<file path="src/rtl/blue_blob_centroid_defines.svh">
// Assertion macros for the blue blob centroid block.
`ifndef BLUE_BLOB_CENTROID_DEFINES_SVH
`define BLUE_BLOB_CENTROID_DEFINES_SVH

// Same-cycle implication, sampled on clk_i, off during reset.
`define BBC_ASSERT_NOW(lbl, ante, cons, msg) \
  lbl: assert property (@(posedge clk_i) disable iff (!rst_ni) (ante) |-> (cons)) \
    else $error(msg);

// Next-cycle implication, sampled on clk_i, off during reset.
`define BBC_ASSERT_NEXT(lbl, ante, cons, msg) \
  lbl: assert property (@(posedge clk_i) disable iff (!rst_ni) (ante) |=> (cons)) \
    else $error(msg);

`endif

</file>
<file path="src/rtl/bbc_pkg.sv">
// Package: types and constants of the blue blob centroid block.
`timescale 1ns / 1ps
`default_nettype none
package bbc_pkg;

  localparam int ChanW    = 8;
  localparam int CoordW   = 11;
  localparam int SumW     = 33;
  localparam int CntW     = 23;
  localparam int QDepth   = 4;
  localparam int QPtrW    = 2;
  localparam int QCntW    = 3;

  localparam logic [ChanW-1:0] ThreshReset = 8'd100;

  typedef struct packed {
    logic [ChanW-1:0]  red;
    logic [ChanW-1:0]  green;
    logic [ChanW-1:0]  blue;
    logic [CoordW-1:0] col;
    logic [CoordW-1:0] row;
    logic              last_in_frame;
  } pix_t;

  typedef struct packed {
    logic              mask;
    logic              frame_done;
    logic [CoordW-1:0] centroid_col;
    logic [CoordW-1:0] centroid_row;
    logic              centroid_found;
  } res_t;

  typedef struct packed {
    logic            mask;
    logic            last;
    logic [SumW-1:0] col_sum;
    logic [SumW-1:0] row_sum;
    logic [CntW-1:0] count;
  } qent_t;

  typedef struct packed {
    logic            start;
    logic [SumW-1:0] col_sum;
    logic [SumW-1:0] row_sum;
    logic [CntW-1:0] count;
  } div_req_t;

  typedef struct packed {
    logic              done;
    logic [CoordW-1:0] q_col;
    logic [CoordW-1:0] q_row;
  } div_rsp_t;

endpackage
`default_nettype wire

</file>
<file path="src/rtl/bbc_front.sv">
// Front end: pixel test, threshold register and per-frame accumulators.
`timescale 1ns / 1ps
`default_nettype none
module bbc_front import bbc_pkg::*; #(
  parameter int MAX_DIM = 2048
) (
  input  wire logic             clk_i,
  input  wire logic             rst_ni,
  input  wire logic             cfg_we_i,
  input  wire logic [ChanW-1:0] cfg_data_i,
  input  wire logic             accept_i,
  input  wire pix_t             pix_i,
  output qent_t                 ent_o
);

  localparam logic [13:0]       MaxDimW  = 14'(MAX_DIM);
  localparam logic [CoordW-1:0] ClampVal = CoordW'(MAX_DIM - 1);

  logic [ChanW-1:0]  thresh_q;
  logic [SumW-1:0]   col_sum_q, col_sum_d;
  logic [SumW-1:0]   row_sum_q, row_sum_d;
  logic [CntW-1:0]   cnt_q, cnt_d;
  logic [CoordW-1:0] col_c, row_c;
  logic [ChanW:0]    rg_sum;
  logic              marked;

  always_comb begin
    col_c = pix_i.col;
    row_c = pix_i.row;
    if ({3'b0, pix_i.col} >= MaxDimW) begin
      col_c = ClampVal;
    end
    if ({3'b0, pix_i.row} >= MaxDimW) begin
      row_c = ClampVal;
    end
    rg_sum = {1'b0, pix_i.red} + {1'b0, pix_i.green};
    marked = (rg_sum < {1'b0, pix_i.blue}) && (pix_i.blue > thresh_q);
    col_sum_d = col_sum_q;
    row_sum_d = row_sum_q;
    cnt_d     = cnt_q;
    if (marked) begin
      col_sum_d = col_sum_q + {{(SumW-CoordW){1'b0}}, col_c};
      row_sum_d = row_sum_q + {{(SumW-CoordW){1'b0}}, row_c};
      cnt_d     = cnt_q + 1'b1;
    end
    ent_o.mask    = marked;
    ent_o.last    = pix_i.last_in_frame;
    ent_o.col_sum = col_sum_d;
    ent_o.row_sum = row_sum_d;
    ent_o.count   = cnt_d;
  end

  always_ff @(posedge clk_i or negedge rst_ni) begin
    if (!rst_ni) begin
      thresh_q  <= ThreshReset;
      col_sum_q <= '0;
      row_sum_q <= '0;
      cnt_q     <= '0;
    end else begin
      if (cfg_we_i) begin
        thresh_q <= cfg_data_i;
      end
      if (accept_i) begin
        if (pix_i.last_in_frame) begin
          col_sum_q <= '0;
          row_sum_q <= '0;
          cnt_q     <= '0;
        end else begin
          col_sum_q <= col_sum_d;
          row_sum_q <= row_sum_d;
          cnt_q     <= cnt_d;
        end
      end
    end
  end

endmodule
`default_nettype wire

</file>
<file path="src/rtl/bbc_fifo.sv">
// Short queue of classified words between front and back.
`timescale 1ns / 1ps
`default_nettype none
module bbc_fifo import bbc_pkg::*; (
  input  wire logic  clk_i,
  input  wire logic  rst_ni,
  input  wire logic  push_i,
  input  wire qent_t push_ent_i,
  input  wire logic  pop_i,
  output qent_t      head_o,
  output logic       full_o,
  output logic       empty_o
);

  qent_t             mem_q [QDepth];
  logic [QPtrW-1:0]  wr_ptr_q, rd_ptr_q;
  logic [QCntW-1:0]  cnt_q;

  assign full_o  = (cnt_q == QCntW'(QDepth));
  assign empty_o = (cnt_q == '0);
  assign head_o  = mem_q[rd_ptr_q];

  always_ff @(posedge clk_i) begin
    if (push_i) begin
      mem_q[wr_ptr_q] <= push_ent_i;
    end
  end

  always_ff @(posedge clk_i or negedge rst_ni) begin
    if (!rst_ni) begin
      wr_ptr_q <= '0;
      rd_ptr_q <= '0;
      cnt_q    <= '0;
    end else begin
      if (push_i) begin
        wr_ptr_q <= wr_ptr_q + 1'b1;
      end
      if (pop_i) begin
        rd_ptr_q <= rd_ptr_q + 1'b1;
      end
      if (push_i && !pop_i) begin
        cnt_q <= cnt_q + 1'b1;
      end else if (pop_i && !push_i) begin
        cnt_q <= cnt_q - 1'b1;
      end
    end
  end

endmodule
`default_nettype wire

</file>
<file path="src/rtl/bbc_div.sv">
// Restoring divider: both coordinate sums by one count, one bit per cycle.
`timescale 1ns / 1ps
`default_nettype none
module bbc_div import bbc_pkg::*; (
  input  wire logic     clk_i,
  input  wire logic     rst_ni,
  input  wire div_req_t req_i,
  output div_rsp_t      rsp_o
);

  localparam int                 StepW     = $clog2(SumW + 1);
  localparam logic [StepW-1:0]   StepsInit = StepW'(SumW);

  logic [StepW-1:0]  step_q;
  logic              busy_q, done_q;
  logic [SumW-1:0]   dvd_col_q, dvd_row_q;
  logic [CntW-1:0]   rem_col_q, rem_row_q, rem_col_d, rem_row_d;
  logic [CntW-1:0]   dvs_q;
  logic [CoordW-1:0] q_col_q, q_row_q;
  logic [CntW:0]     sh_col, sh_row;
  logic              ge_col, ge_row;

  always_comb begin
    sh_col    = {rem_col_q, dvd_col_q[SumW-1]};
    sh_row    = {rem_row_q, dvd_row_q[SumW-1]};
    ge_col    = (sh_col >= {1'b0, dvs_q});
    ge_row    = (sh_row >= {1'b0, dvs_q});
    rem_col_d = ge_col ? CntW'(sh_col - {1'b0, dvs_q}) : CntW'(sh_col);
    rem_row_d = ge_row ? CntW'(sh_row - {1'b0, dvs_q}) : CntW'(sh_row);
  end

  assign rsp_o.done  = done_q;
  assign rsp_o.q_col = q_col_q;
  assign rsp_o.q_row = q_row_q;

  always_ff @(posedge clk_i or negedge rst_ni) begin
    if (!rst_ni) begin
      busy_q <= 1'b0;
      done_q <= 1'b0;
      step_q <= '0;
    end else begin
      done_q <= 1'b0;
      if (req_i.start && !busy_q) begin
        busy_q <= 1'b1;
        step_q <= StepsInit;
      end else if (busy_q) begin
        step_q <= step_q - 1'b1;
        if (step_q == StepW'(1)) begin
          busy_q <= 1'b0;
          done_q <= 1'b1;
        end
      end
    end
  end

  always_ff @(posedge clk_i) begin
    if (req_i.start && !busy_q) begin
      dvd_col_q <= req_i.col_sum;
      dvd_row_q <= req_i.row_sum;
      dvs_q     <= req_i.count;
      rem_col_q <= '0;
      rem_row_q <= '0;
      q_col_q   <= '0;
      q_row_q   <= '0;
    end else if (busy_q) begin
      dvd_col_q <= {dvd_col_q[SumW-2:0], 1'b0};
      dvd_row_q <= {dvd_row_q[SumW-2:0], 1'b0};
      rem_col_q <= rem_col_d;
      rem_row_q <= rem_row_d;
      q_col_q   <= {q_col_q[CoordW-2:0], ge_col};
      q_row_q   <= {q_row_q[CoordW-2:0], ge_row};
    end
  end

endmodule
`default_nettype wire

</file>
<file path="src/rtl/bbc_back.sv">
// Back end: frame-end sequencing, held centroid and output register.
`timescale 1ns / 1ps
`default_nettype none
module bbc_back import bbc_pkg::*; (
  input  wire logic     clk_i,
  input  wire logic     rst_ni,
  input  wire qent_t    head_i,
  input  wire logic     empty_i,
  output logic          pop_o,
  output div_req_t      div_req_o,
  input  wire div_rsp_t div_rsp_i,
  output logic          out_valid_o,
  input  wire logic     out_stall_i,
  output res_t          out_word_o
);

  typedef enum logic [1:0] {
    ST_IDLE,
    ST_DIV,
    ST_FIN
  } state_e;

  state_e            state_q;
  logic              out_valid_q;
  res_t              out_q;
  logic [CoordW-1:0] last_col_q, last_row_q;
  logic              slot_free, needs_div;

  assign slot_free = !out_valid_q || !out_stall_i;
  assign needs_div = head_i.last && (head_i.count != '0);

  always_comb begin
    pop_o = 1'b0;
    case (state_q)
      ST_IDLE: pop_o = !empty_i && !needs_div && slot_free;
      ST_FIN:  pop_o = slot_free;
      default: pop_o = 1'b0;
    endcase
    div_req_o.start   = (state_q == ST_IDLE) && !empty_i && needs_div;
    div_req_o.col_sum = head_i.col_sum;
    div_req_o.row_sum = head_i.row_sum;
    div_req_o.count   = head_i.count;
  end

  assign out_valid_o = out_valid_q;
  assign out_word_o  = out_q;

  always_ff @(posedge clk_i or negedge rst_ni) begin
    if (!rst_ni) begin
      state_q     <= ST_IDLE;
      out_valid_q <= 1'b0;
      out_q       <= '0;
      last_col_q  <= '0;
      last_row_q  <= '0;
    end else begin
      if (!out_stall_i) begin
        out_valid_q <= 1'b0;
      end
      case (state_q)
        ST_IDLE: begin
          if (!empty_i) begin
            if (needs_div) begin
              state_q <= ST_DIV;
            end else if (slot_free) begin
              out_valid_q          <= 1'b1;
              out_q.mask           <= head_i.mask;
              out_q.frame_done     <= head_i.last;
              out_q.centroid_col   <= head_i.last ? last_col_q : '0;
              out_q.centroid_row   <= head_i.last ? last_row_q : '0;
              out_q.centroid_found <= 1'b0;
            end
          end
        end
        ST_DIV: begin
          if (div_rsp_i.done) begin
            last_col_q <= div_rsp_i.q_col;
            last_row_q <= div_rsp_i.q_row;
            state_q    <= ST_FIN;
          end
        end
        ST_FIN: begin
          if (slot_free) begin
            out_valid_q          <= 1'b1;
            out_q.mask           <= head_i.mask;
            out_q.frame_done     <= 1'b1;
            out_q.centroid_col   <= last_col_q;
            out_q.centroid_row   <= last_row_q;
            out_q.centroid_found <= 1'b1;
            state_q              <= ST_IDLE;
          end
        end
        default: state_q <= ST_IDLE;
      endcase
    end
  end

endmodule
`default_nettype wire

</file>
<file path="src/rtl/blue_blob_centroid.sv">
// Pixels needing no division pass through the queue register and then the output register.
// A frame end with marked pixels also waits for the 33-step bit-serial divider.
// Throughput: one word per cycle unless the queue is full; the back end holds the frame-end
// word during the division while a 4-word queue keeps the front accepting until it fills.
// Reset: async active low; clears sums, count, held centroid, queue; threshold to 100.
`timescale 1ns / 1ps
`default_nettype none
`include "blue_blob_centroid_defines.svh"
module blue_blob_centroid import bbc_pkg::*; #(
  parameter int MAX_DIM = 2048
) (
  input  wire logic             clk_i,
  input  wire logic             rst_ni,
  input  wire logic             cfg_we_i,
  input  wire logic [ChanW-1:0] cfg_data_i,
  input  wire logic             in_valid_i,
  output logic                  in_stall_o,
  input  wire pix_t             in_word_i,
  output logic                  out_valid_o,
  input  wire logic             out_stall_i,
  output res_t                  out_word_o
);

  logic     accept;
  qent_t    ent, head;
  logic     q_full, q_empty, pop;
  div_req_t div_req;
  div_rsp_t div_rsp;

  assign in_stall_o = q_full;
  assign accept     = in_valid_i && !q_full;

  bbc_front #(.MAX_DIM(MAX_DIM)) u_front (
    .clk_i      (clk_i),
    .rst_ni     (rst_ni),
    .cfg_we_i   (cfg_we_i),
    .cfg_data_i (cfg_data_i),
    .accept_i   (accept),
    .pix_i      (in_word_i),
    .ent_o      (ent)
  );

  bbc_fifo u_fifo (
    .clk_i      (clk_i),
    .rst_ni     (rst_ni),
    .push_i     (accept),
    .push_ent_i (ent),
    .pop_i      (pop),
    .head_o     (head),
    .full_o     (q_full),
    .empty_o    (q_empty)
  );

  bbc_div u_div (
    .clk_i  (clk_i),
    .rst_ni (rst_ni),
    .req_i  (div_req),
    .rsp_o  (div_rsp)
  );

  bbc_back u_back (
    .clk_i       (clk_i),
    .rst_ni      (rst_ni),
    .head_i      (head),
    .empty_i     (q_empty),
    .pop_o       (pop),
    .div_req_o   (div_req),
    .div_rsp_i   (div_rsp),
    .out_valid_o (out_valid_o),
    .out_stall_i (out_stall_i),
    .out_word_o  (out_word_o)
  );

  `BBC_ASSERT_NOW(a_mid_frame_zero, out_valid_o && !out_word_o.frame_done, (out_word_o.centroid_col == '0) && (out_word_o.centroid_row == '0) && !out_word_o.centroid_found, "mid-frame word carries centroid data")
  `BBC_ASSERT_NOW(a_found_at_end, out_valid_o && out_word_o.centroid_found, out_word_o.frame_done, "centroid found outside frame end")
  `BBC_ASSERT_NOW(a_pop_not_empty, pop, !q_empty, "queue popped while empty")
  `BBC_ASSERT_NEXT(a_div_ack, div_req.start, !pop, "queue popped while division runs")

endmodule
`default_nettype wire
</file>
<file path="config.mk">
export PLATFORM = sky130hd
export DESIGN_NAME = blue_blob_centroid
export DESIGN_NICKNAME = d
export VERILOG_FILES = /design/src/rtl/bbc_pkg.sv /design/src/rtl/bbc_front.sv /design/src/rtl/bbc_fifo.sv /design/src/rtl/bbc_div.sv /design/src/rtl/bbc_back.sv /design/src/rtl/blue_blob_centroid.sv
export VERILOG_INCLUDE_DIRS = /design/src /design/src/rtl
export SDC_FILE = /design/constraint.sdc
export NUM_CORES = 1
export LEC_CHECK = 0
export BUFFER_PORTS_ARGS = -buffer_cell sky130_fd_sc_hd__buf_2
export CAP_MARGIN = 5
export CORE_ASPECT_RATIO = 0.7
export CORE_MARGIN = 1.5
export CORE_UTILIZATION = 65
export DETAILED_ROUTE_END_ITERATION = 10
export PLACE_DENSITY = 0.83
export SYNTH_ARGS = -nofsm -noshare
export SYNTH_HDL_FRONTEND = slang
export SYNTH_SLANG_ARGS = --single-unit
</file>
<file path="constraint.sdc">
create_clock -name clk_i -period 5.83 [get_ports clk_i]
set_input_delay 0.583 -clock clk_i [delete_from_list [all_inputs] [get_ports clk_i]]
set_output_delay 0.583 -clock clk_i [all_outputs]
set_load 0.005 [all_outputs]
</file>
# Yosys cells after proc, flatten, opt, wreduce, memory -nomap -nowiden
# Memories as Yosys holds them, arrays and structs flattened.
# Index checks and enable logic that the tools add are counted.
word_totals:
  reg_bits: 319
  mem_bits_rw: 364
  in_bits: 60
  output_inout_bits: 27
  wordCells: 122
  memories: 1
op_classes:
  addsub: 11
  order_cmp: 4
  eq_ne: 10
  n_mux: 42
  n_reduce_logical: 28
mem_list:
  columns: ["memory", "depth", "width", "read_ports", "rd_ports_with_merged_regs", "write_ports", "line", "source"]
  rows:
  - ["u_fifo.mem_q", 4, 91, 1, 0, 1, "bbc_fifo.sv:15", "qent_t mem_q [QDepth];"]
op_table:
  columns: ["operator", "count"]
  rows:
  - ["$mux 33", 8]
  - ["$mux 25", 4]
  - ["$mux 23", 4]
  - ["$add 33x11->33", 2]
  - ["$pmux 25 s2", 1]
  - ["$ge 24x23->1", 2]
  - ["$sub 23x23->23", 2]
  - ["$add 23x1->23 const B", 1]
  - ["$reduce_bool 23->1", 1]
  - ["$mux 11", 2]
  - ["$mux 1", 12]
  - ["$mux 6", 2]
  - ["$logic_and 1x1->1", 10]
  - ["$add 8x8->9", 1]
  - ["$lt 9x8->1", 1]
  - ["$gt 8x8->1", 1]
  - ["$logic_not 1->1", 8]
  - ["$mux 2", 4]
  - ["$eq 6x1->1 const B", 1]
  - ["$mux 3", 2]
  - ["$ne 2x1->1 const B", 3]
  - ["$ne 2x2->1 const B", 3]
  - ["$pmux 2 s3", 1]
  - ["$reduce_bool 2->1", 3]
  - ["other kinds (14)", 16]

# Depth between registers and ports, before layout
# An unclocked memory read counts as a cell.
logic_depth:
  ltp_word: 10
  ltp_mapped: 19
  mapped_depth_nobuf: 18

# By module
# A second synthesis with hierarchy kept.
hier_totals:
  hier_cells: 2596
  hier_area_um2: 33530.9
by_module_without_submodules:
  columns: ["mod", "instances", "cells_each", "area_per_inst_um2", "seq_area_each_um2"]
  rows:
  - ["bbc_fifo", 1, 509, 13524.2, 11105.7]
  - ["bbc_div", 1, 841, 8862.2, 4234.1]
  - ["bbc_front", 1, 983, 8343.0, 2431.1]
  - ["bbc_back", 1, 262, 2787.7, 1251.2]
  - ["blue_blob_centroid", 1, 1, 13.8, 0.0]

# Worst setup path after synthesis
# No wires, ideal clock.
synth_path:
  kind: "input to register"
  start: "in in_word_i[32] (netlist bit)"
  end: "mem u_fifo.mem_q[0][71] (netlist bit) (data pin)"
  setup_time_ns: 0.272
  arrival_ns: 3.755
  required_ns: 5.558
  setup_slack_ns: 1.803
  path_stages: 16
  path_buffers: 0
  path_cell_list: "ha_1 > a21o_1 > a21oi_1 > o21bai_1 > a21oi_1 > o21bai_1 > a21oi_1 > xnor2_1 > ha_1 > a211oi_1 > o21ai_0 > a21oi_1 > o221ai_2 > nor4b_1 > nand3_1 > xnor2_1"
synth_rtl:
  columns: ["item", "line", "source"]
  rows:
  - ["start, declared", "blue_blob_centroid.sv:18", "input wire pix_t in_word_i,"]
  - ["end, declared", "bbc_fifo.sv:15", null]

==> flow_summary_export.csv <==
group,metric,value,unit
clocking,cts_tree,"built",
floorplanning,dieArea,0.04954,sq mm
route,num_vias,20214,
critical_path,arrival,4.82,ns
sta,timing.final.ws_setup,1.373,ns
clocking,post_cts_resized,0,
clocking,clockBufferDepth,3,
clocking,numClockSinks,683,
sta,slew_headroom,0.2214,
route,finalWirelength,69440,microns
logic_synthesis,synth_most_common_cell,"edfxtp_1",
route,routed-wl-met3,6310,microns
floorplanning,die-width,265.4,microns
power,p_int,11110,uW
route,drtPass1Iterations,5,
critical_path,crit_chain,"mux4_2 > nor4_1 > nand4_1 > o211ai_2 > nor2_4 > buf_12 > mux2_1",
sta,worst_pin_slew,1.165,ns
power,ir_drop,0.0003034,V
critical_path,cp_top_family,"simple AND/OR/NAND/NOR gates",
grt,antenna_found_initial,0,
logic_synthesis,avgSynthCellArea,13.36,sq um
sta,final-setup-viol-count,0,
logic_synthesis,yosys_warnings,0,
floorplanning,initial_core_util,0.6568,
sta,setup_tns,0,ns
logic_synthesis,synth_area_leader_cell,"edfxtp_1",
critical_path,path_class,"reg -> reg",
floorplanning,io_pins,87,
critical_path,crit_path_start_kind,"flop",
finish,drive_above_1_share,0.1746,
grt,grt_pass1_wl,110100,microns
power,p_clk_frac,0.249,
placed_design,post-dp-hpwl,43110,microns
floorplanning,std_cell_rows,67,
power,pwr-share-seq,0.431,
grt,first_global_vias,19683,
floorplanning,die_y,186.7,microns
placed_design,io_buffers,86,
sta,hold_viol,0,
clocking,root_buffer,"clkbuf_16",
route,drtIter0Drc,2398,
sta,clock_skew,0.03765,ns
route,met2WireLength,32050,microns
logic_synthesis,synth_edf_count,453,
placed_design,place_congestion,0.8889,
sta,slew_violations,0,
sta,fmax,224.4,MHz
critical_path,cp_slowest_cell,"dfrtp_4",
finish,fin_util,0.7230,
route,via_per_inst,6.542,
power,p_sw_frac,0.3325,
placed_design,dpl.cell_count,2976,
finish,nFillCells,2944,
logic_synthesis,synth.ff_latch_count,683,
critical_path,cp_max_fo,63,
finish,area_growth,10.09,%
power,power_frac_comb,0.320,
clocking,cts_made_buffers,60,
route,met1_length,29590,microns
placed_design,dpl_worst_slack,0.9727,ns
route,postRouteAntennaNets,0,
critical_path,crit_buf_inv,1,
logic_synthesis,yosysSeqAreaShare,0.6072,
floorplanning,core,0.04770,sq mm
logic_synthesis,async_flop_share,0.2372,
flow_run,maxCapViolCount,0,
hold_path,min_path_type,"in -> async",
logic_synthesis,synth.area.top_cells,"edfxtp_1, dfrtp_1, mux4_2",
power,leakage,0.01388,uW
finish,finalNetCount,2582,
grt,gr-total-overflow,0,
clocking,holdBufCountCts,0,
sta,timing.hold.ws,0.06270,ns
grt,groute.usage.overall,0.2833,
logic_synthesis,synthTopCellsByCount,"edfxtp_1, nand2_1, o21ai_0",
logic_synthesis,synth_cell_type_count,71,
sta,rsz0062_at_grt,"no",
route,drc,0,
critical_path,worst-path-stages,7,
logic_synthesis,netlist_area,0.03133,sq mm
power,power_density,482.8,mW/mm^2
critical_path,endpoint_kind,"flop",
finish,layout.cells.non_filler,3090,
logic_synthesis,synthCells,2345,
logic_synthesis,synth_ff_type,"edfxtp_1",
clocking,clock_latency,0.65,ns
finish,insertedDiodeCount,0,
critical_path,slowest_delay,0.83,ns
grt,grt_max_degree,101,
clocking,clk_pin_slew,0.07,ns
clocking,post_cts_buffers,0,
power,net-switching-power,5537,uW
logic_synthesis,synth_top_area_frac,0.4342,
run_status,status,"complete, no violations",
critical_path,ff2ff_path_depth,7,
route,highest_layer,"met4",
critical_path,critical_path_required,6.20,ns
logic_synthesis,synth_nets,2510,
sta,min_period_over_period,0.7645,
sta,post-route-min-period,4.457,ns
clocking,cts_max_level,2,
route,wl_per_cell,22.47,microns
## sequential cells by signal, summed over array words and instances (netlist names)
signal	cells
u_back.last_row_q	11
u_div.rem_row_q	23
u_fifo.mem_q	364
u_div.dvd_row_q	33
u_div.dvd_col_q	33
u_div.q_row_q	11
u_div.step_q	6
u_front.cnt_q	23
u_front.col_sum_q	33
u_back.last_col_q	11
u_fifo.cnt_q	3
u_back.out_word_o	25
u_div.dvs_q	23
u_div.done_q	1
u_div.q_col_q	11
u_fifo.rd_ptr_q	2
u_div.busy_q	1
u_fifo.wr_ptr_q	2
u_front.thresh_q	8
u_back.out_valid_o	1
u_front.row_sum_q	33
u_back.state_q	2
u_div.rem_col_q	23
## per-stage QoR
stage                     total power [uW]  cell area, sq um
final                                16650             34490
after detailed placement             12510             32430
after CTS                            16660             34490
after global routing                 17510             34490
after global placement               12240             32430
after floorplan                      11030             31330
## routing by layer
layer	track usage	up-vias
met5	0	-
met4	0.07692	0
met3	0.04843	138
met2	0.4353	1012
met1	0.4235	10066
li1	-	8998
## power by group through the flow
stage / logic (uW) / registers (uW) / clock network [uW]
floorplan: 4040 / 6990 / 0
global placement: 5060 / 7180 / 0
detailed placement: 5260 / 7250 / 0
CTS: 5310 / 7170 / 4180
global route: 5860 / 7290 / 4360
finish: 5330 / 7180 / 4140
## final timing paths
| kind | startpoint | endpoint | slack [ns] |
|---|---|---|---|
| max in group asynchronous | rst_ni | u_front.thresh_q[6] | 4.51 |
| min in group clk_i | cfg_data_i[6] | u_front.thresh_q[6] | 0.17 |
| setup / recovery | u_fifo.rd_ptr_q[0] | u_div.dvd_col_q[28] | 1.37 |
| hold / removal | rst_ni | u_back.last_row_q[10] | 0.06 |
| setup reg to reg | u_fifo.rd_ptr_q[0] | u_div.dvd_col_q[28] | 1.37 |
| hold reg to reg | u_div.done_q | u_back.state_q[0] | 0.45 |
## placed cells by master (no fill, tap or decap), types with 85 or more instances in the layout
cell	Yosys	layout
a21oi_1	112	112
mux2_2	91	91
ha_1	99	99
mux4_2	91	91
edfxtp_1	453	453
xnor2_1	87	87
nand2_1	229	228
o21ai_0	177	177
buf_2	13	85
dfrtp_1	159	156
## final cells by class
class	instances	area, sq um	share of cell area
Multi-Input combinational cell	1470	11580	0.3358
Clock buffer	77	1647	0.04774
Inverter	78	292.8	0.008489
Tap cell	621	777.0	0.02253
Clock inverter	37	412.9	0.01197
Sequential cell	683	19030	0.5518
Timing Repair Buffer	124	747.0	0.02166
## cell families after synthesis
kind of cell / after synthesis / share of synthesized area
AND/OR/NAND/NOR: 494 / 0.07377
adder cells (fa/ha/maj): 105 / 0.04337
multiplexers: 216 / 0.1096
AO/OA/AOI/OAI: 519 / 0.1040
buffers and inverters: 192 / 0.02400
flip-flops: 683 / 0.6072
XOR/XNOR: 136 / 0.03802
(Power assumes the default switching activity.)
